[src/hw/rtl/msh_pkg.sv]
// Package for the multi-set histogram binner: sizes, codes, state and command types.
`timescale 1ns / 1ps
`default_nettype none

package msh_pkg;

  // Store geometry and counter width.
  localparam int MAX_BINS    = 1024;
  localparam int NUM_SETS    = 4;
  localparam int COUNT_WIDTH = 32;

  // Fixed field widths of the ports.
  localparam int OP_W       = 1;
  localparam int SAMPLE_W   = 24;
  localparam int SET_NUM_W  = 3;
  localparam int READ_BIN_W = 10;
  localparam int STATUS_W   = 2;
  localparam int LANDED_W   = 10;
  localparam int OUT_CNT_W  = 32;
  localparam int PCT_W      = 7;
  localparam int WIDTH_W    = 24;
  localparam int BINS_CFG_W = 11;
  localparam int CFG_IDX_W  = 1;
  localparam int CFG_DATA_W = 24;

  // Derived sizes.
  localparam int BIN_W  = $clog2(MAX_BINS);
  localparam int NB_W   = $clog2(MAX_BINS + 1);
  localparam int SET_W  = (NUM_SETS > 1) ? $clog2(NUM_SETS) : 1;
  localparam int DEPTH  = NUM_SETS * MAX_BINS;
  localparam int ADDR_W = $clog2(DEPTH);

  // Percent is count * 100 / total, with only eight quotient bits developed.
  localparam int PCT_SCALE = 100;
  localparam int PCT_QBITS = 8;
  localparam int DEN_W     = (COUNT_WIDTH > WIDTH_W) ? COUNT_WIDTH : WIDTH_W;
  localparam int NUM_W     = ((COUNT_WIDTH + 7) > SAMPLE_W) ? (COUNT_WIDTH + 7) : SAMPLE_W;
  localparam int STEP_W    = $clog2(SAMPLE_W + 1);

  localparam logic [COUNT_WIDTH-1:0] CNT_MAX = '1;

  // Configuration register indexes and reset values.
  localparam logic [CFG_IDX_W-1:0]  CFG_BIN_WIDTH   = 1'd0;
  localparam logic [CFG_IDX_W-1:0]  CFG_BINS_IN_USE = 1'd1;
  localparam logic [WIDTH_W-1:0]    BIN_WIDTH_RST   = 24'd256;
  localparam logic [BINS_CFG_W-1:0] BINS_IN_USE_RST = 11'd1024;

  // Operation and status codes.
  localparam logic [OP_W-1:0]     OP_ADD       = 1'b0;
  localparam logic [OP_W-1:0]     OP_READ      = 1'b1;
  localparam logic [STATUS_W-1:0] STAT_DONE    = 2'd0;
  localparam logic [STATUS_W-1:0] STAT_BAD_SET = 2'd1;
  localparam logic [STATUS_W-1:0] STAT_BAD_BIN = 2'd2;

  typedef enum logic [3:0] {
    S_CLEAR,
    S_IDLE,
    S_DECODE,
    S_DIV_S,
    S_ROUND,
    S_MEM_RD,
    S_MEM_USE,
    S_PCT_MUL,
    S_PCT_CHK,
    S_PCT_DIV,
    S_FINISH
  } msh_state_t;

  typedef struct packed {
    logic clr_en;
    logic in_load;
    logic err_set;
    logic err_bin;
    logic bin_last;
    logic bin_read;
    logic div_start;
    logic div_pct;
    logic round;
    logic mem_use;
    logic pct_mul;
    logic pct_zero;
    logic pct_full;
    logic pct_take;
    logic out_load;
  } msh_cmd_t;

  typedef struct packed {
    logic clr_last;
    logic op_read;
    logic set_bad;
    logic bin_bad;
    logic width_zero;
    logic div_done;
    logic tot_zero;
    logic pct_big;
    logic out_free;
  } msh_sts_t;

endpackage

`default_nettype wire

[src/hw/rtl/msh_ctrl.sv]
// Controller: sequences the clearing pass and each add or read transaction.
`timescale 1ns / 1ps
`default_nettype none

module msh_ctrl (
  input  wire logic              clk,
  input  wire logic              rst_n,
  input  wire logic              in_valid,
  output logic                   in_ready,
  input  wire msh_pkg::msh_sts_t sts,
  output msh_pkg::msh_cmd_t      cmd
);

  msh_pkg::msh_state_t state_r;
  msh_pkg::msh_state_t state_nxt;

  always_ff @(posedge clk) begin
    if (!rst_n) begin
      state_r <= msh_pkg::S_CLEAR;
    end else begin
      state_r <= state_nxt;
    end
  end

  always_comb begin
    state_nxt = state_r;
    case (state_r)
      msh_pkg::S_CLEAR: begin
        if (sts.clr_last) begin
          state_nxt = msh_pkg::S_IDLE;
        end
      end
      msh_pkg::S_IDLE: begin
        if (in_valid) begin
          state_nxt = msh_pkg::S_DECODE;
        end
      end
      msh_pkg::S_DECODE: begin
        if (sts.set_bad) begin
          state_nxt = msh_pkg::S_FINISH;
        end else if (sts.op_read) begin
          state_nxt = sts.bin_bad ? msh_pkg::S_FINISH : msh_pkg::S_MEM_RD;
        end else if (sts.width_zero) begin
          state_nxt = msh_pkg::S_MEM_RD;
        end else begin
          state_nxt = msh_pkg::S_DIV_S;
        end
      end
      msh_pkg::S_DIV_S: begin
        if (sts.div_done) begin
          state_nxt = msh_pkg::S_ROUND;
        end
      end
      msh_pkg::S_ROUND: begin
        state_nxt = msh_pkg::S_MEM_RD;
      end
      msh_pkg::S_MEM_RD: begin
        state_nxt = msh_pkg::S_MEM_USE;
      end
      msh_pkg::S_MEM_USE: begin
        state_nxt = msh_pkg::S_PCT_MUL;
      end
      msh_pkg::S_PCT_MUL: begin
        state_nxt = msh_pkg::S_PCT_CHK;
      end
      msh_pkg::S_PCT_CHK: begin
        if (sts.tot_zero || sts.pct_big) begin
          state_nxt = msh_pkg::S_FINISH;
        end else begin
          state_nxt = msh_pkg::S_PCT_DIV;
        end
      end
      msh_pkg::S_PCT_DIV: begin
        if (sts.div_done) begin
          state_nxt = msh_pkg::S_FINISH;
        end
      end
      msh_pkg::S_FINISH: begin
        if (sts.out_free) begin
          state_nxt = msh_pkg::S_IDLE;
        end
      end
      default: begin
        state_nxt = msh_pkg::S_IDLE;
      end
    endcase
  end

  always_comb begin
    cmd      = '0;
    in_ready = 1'b0;
    case (state_r)
      msh_pkg::S_CLEAR: begin
        cmd.clr_en = 1'b1;
      end
      msh_pkg::S_IDLE: begin
        in_ready    = 1'b1;
        cmd.in_load = in_valid;
      end
      msh_pkg::S_DECODE: begin
        if (sts.set_bad) begin
          cmd.err_set = 1'b1;
        end else if (sts.op_read) begin
          cmd.err_bin  = sts.bin_bad;
          cmd.bin_read = !sts.bin_bad;
        end else if (sts.width_zero) begin
          cmd.bin_last = 1'b1;
        end else begin
          cmd.div_start = 1'b1;
        end
      end
      msh_pkg::S_DIV_S: begin
      end
      msh_pkg::S_ROUND: begin
        cmd.round = 1'b1;
      end
      msh_pkg::S_MEM_RD: begin
      end
      msh_pkg::S_MEM_USE: begin
        cmd.mem_use = 1'b1;
      end
      msh_pkg::S_PCT_MUL: begin
        cmd.pct_mul = 1'b1;
      end
      msh_pkg::S_PCT_CHK: begin
        if (sts.tot_zero) begin
          cmd.pct_zero = 1'b1;
        end else if (sts.pct_big) begin
          cmd.pct_full = 1'b1;
        end else begin
          cmd.div_start = 1'b1;
          cmd.div_pct   = 1'b1;
        end
      end
      msh_pkg::S_PCT_DIV: begin
        cmd.div_pct  = 1'b1;
        cmd.pct_take = sts.div_done;
      end
      msh_pkg::S_FINISH: begin
        cmd.out_load = sts.out_free;
      end
      default: begin
      end
    endcase
  end

endmodule

`default_nettype wire

[config.mk]
export PLATFORM = sky130hd
export DESIGN_NAME = msh_ctrl
export DESIGN_NICKNAME = d
export VERILOG_FILES = /design/src/hw/rtl/msh_pkg.sv /design/src/hw/rtl/msh_ctrl.sv
export SDC_FILE = /design/constraint.sdc
export NUM_CORES = 1
export LEC_CHECK = 0
export ABC_AREA = 1
export ABC_CLOCK_PERIOD_IN_PS = 1150
export BUFFER_PORTS_ARGS = -buffer_cell sky130_fd_sc_hd__buf_2
export CELL_PAD_IN_SITES_DETAIL_PLACEMENT = 1
export CELL_PAD_IN_SITES_GLOBAL_PLACEMENT = 1
export CORE_MARGIN = 2
export CORE_UTILIZATION = 22
export CTS_BUF_LIST = sky130_fd_sc_hd__clkbuf_16
export DETAILED_ROUTE_END_ITERATION = 8
export PLACE_DENSITY_LB_ADDON = 0.1
export SYNTH_ARGS = -nofsm -noshare
export SYNTH_HDL_FRONTEND = slang
export SYNTH_SLANG_ARGS = --single-unit
[constraint.sdc]
create_clock -name clk -period 1.15 [get_ports clk]
set_clock_uncertainty 0.15 [all_clocks]
set_input_delay 0.0575 -clock clk [delete_from_list [all_inputs] [get_ports clk]]
set_output_delay 0.0575 -clock clk [all_outputs]
set_load 0.01 [all_outputs]
==> impl_metrics.json <==
{
  "ys_top_cells_by_count": "26 x nand2_1, 19 x inv_1, 18 x nor2_1, 7 x nand3_1, 7 x nor3_1",
  "coreArea_um2": 2150,
  "synthFlopType": "dfxtp_1",
  "hold_path_class": "in2reg",
  "antenna_found_initial": 0,
  "ir_drop_v": 0.00102,
  "synth.cell_area_um2": 489,
  "synth_cell_types": 14,
  "syn_to_final_growth_pct": 137,
  "io_pins": 28,
  "track_usage_pct": 18.8,
  "power.leakage_nw": 0.633,
  "dieWidth_um": 51.2,
  "period_needed_ns": 1.48,
  "drive_gt1_share_pct": 64.5,
  "violations": "negative setup slack",
  "multi_input_area_um2": 502,
  "filler_cell_count": 286,
  "cp.required_ns": 1.12,
  "seq_area_frac_synth_pct": 16.4,
  "drtIter0Drc": 12,
  "clock_latency_ns": 0.23,
  "grt_max_degree": 7,
  "synth.top_cell.area_share_pct": 19.9,
  "critical_path_class": "reg2reg",
  "crit_path_end_kind": "register",
  "synth_edf_count": 0,
  "synthCells": 99,
  "setup_ws_ns": -0.327,
  "yosys_warnings": 0,
  "syn_avg_cell_area_um2": 4.94,
  "dr.pass1.iters": 4,
  "reg_top3": "state_r x4",
  "antennaDiodeCount": 0,
  "path_clk_slew_ns": 0.04,
  "num_rows": 17,
  "grt-ovfl-total": 0,
  "h-tree-depth": 1,
  "powerDensity_nw_per_um2": 2170,
  "fin_crit_sh_pct": 128,
  "path_max_fanout": 4,
  "grt_pass1_vias": 888,
  "avgRoutedWirePerCell_um": 13.5,
  "largest_reg_flops": 4,
  "maxSlewViolCount": 0,
  "dp_cells": 170,
  "ant_nets": 0,
  "rsz0062_at_grt": "true",
  "start_util_pct": 22.8,
  "arrival_ns": 1.44,
  "synth_largest_area_cell": "nand2_1",
  "cts_tree": "built",
  "vias_per_cell": 4.58,
  "fin_nets": 168,
  "status": "complete, but fails checks",
  "gp_congestion": 0.819,
  "synth_area_leaders": "nand2_1 20%, dfxtp_1 16%, inv_1 15%",
  "hold_viol_final": 0,
  "yosysMostFrequentCell": "nand2_1",
  "worstMarginPinSlew_ns": 0.268,
  "setup_viol": 20,
  "regMostFlops": "state_r",
  "async_flop_share_pct": 0,
  "final.setup.tns_ns": -5.28,
  "root_buffer": "clkbuf_16",
  "start_kind": "register",
  "routed_wl_mm": 2.47,
  "num_vias": 839,
  "drc": 0,
  "numCtsBuffers": 3,
  "die_y_um": 51.2,
  "synth_fp_nets": 111,
  "io_buffers": 27,
  "fin_total_pwr_mw": 2.52,
  "ys_seq_elements": 4,
  "max-cap-violations": 0,
  "fmax_mhz": 677,
  "cts_num_sinks": 4,
  "clockBufferDepth": 2,
  "slew_headroom_pct": 81.9,
  "ff_latch_area_um2": 95.1,
  "grt_pass1_wl_mm": 3.78,
  "hpwl_mm": 1.63,
  "die-area_um2": 2620,
  "final_cells": 183
}
[cells in the final DEF, fill, tap and decap left out, types with 4 or more instances in the layout]
master,count
nor2_4,9
nand2_1,18
nor2_1,8
nand2_2,7
dfxtp_4,4
buf_4,17
nor2_2,5
inv_2,6
nand2_4,4
inv_1,14
nand3_1,6
buf_6,9
buf_2,25
[per-layer routing]
metal  track usage (%)  vias to the layer above  share of wire, %
met3              3.51                        6               3.5
met2              37.7                       25                54
met5                 0                        -                 0
met1              20.7                      390                41
li1                  -                      418                 -
met4              1.80                        0               1.7
[timing repair]
| item | in CTS | in global routing |
|---|---|---|
| pin swaps | 19 | 10 |
| endpoints found under the setup margin | 20 | 20 |
| endpoints found under the hold margin | 1 | 0 |
| buffers inserted | 5 | 3 |
| hold buffers | 1 | 0 |
| resized for setup | 25 | 23 |
[final timing paths]
check	from	end	slack [ns]	depth (start not counted)
worst max-delay path	state_r[3]	state_r[0]	-0.33	8
worst min-delay path	sts[3]	state_r[3]	0.02	4
worst max register to register	state_r[3]	state_r[0]	-0.33	8
worst min register to register	state_r[1]	state_r[1]	0.41	2
[metrics by stage]
| step | util (%) | cell area, um^2 | hold WS, ns | setup slack, ns |
|---|---|---|---|---|
| final | 53.9 | 1160 | 0.0203 | -0.327 |
| after global routing | 53.9 | 1160 | 0.0416 | -0.405 |
| after CTS | 49.1 | 1050 | 0.0197 | -0.307 |
| after detailed placement | 39.3 | 845 | 0.173 | -0.259 |
| after global placement | 39.3 | 845 | 0.177 | -0.273 |
| after floorplan | - | 554 | -0.0125 | -0.0644 |
[layout make-up]
cell class	count	share of cell area, %
Clock buffer	3	6.48
Clock inverter	1	0.324
Inverter	21	7.24
Multi-Input combinational cell	74	43.3
Sequential cell	4	8.21
Tap cell	28	3.02
Timing Repair Buffer	52	31.4
[logic make-up after synthesis]
group                  share of synthesized area [%]
buffers and inverters                           16.1
AND/OR/NAND/NOR                                 59.8
AO/OA/AOI/OAI                                   7.67
flip-flops                                      16.4
[power breakdown]
part	internal, mW	total, mW	switching [mW]
Clock	0.451	0.574	0.123
Sequential	0.210	0.320	0.110
Combinational	0.751	1.62	0.871
Total	1.41	2.52	1.10
[worst max-delay path: stages, from the launching register on]
cell and delay [ns]:
dfxtp_4 0.35, nor2_4 0.15, inv_4 0.07, buf_6 0.13, buf_6 0.10, o211ai_1 0.16, nand2_1 0.08, nor2_1 0.11
nor2_1 0.06
Note: power is estimated with default switching activity, not from simulation.
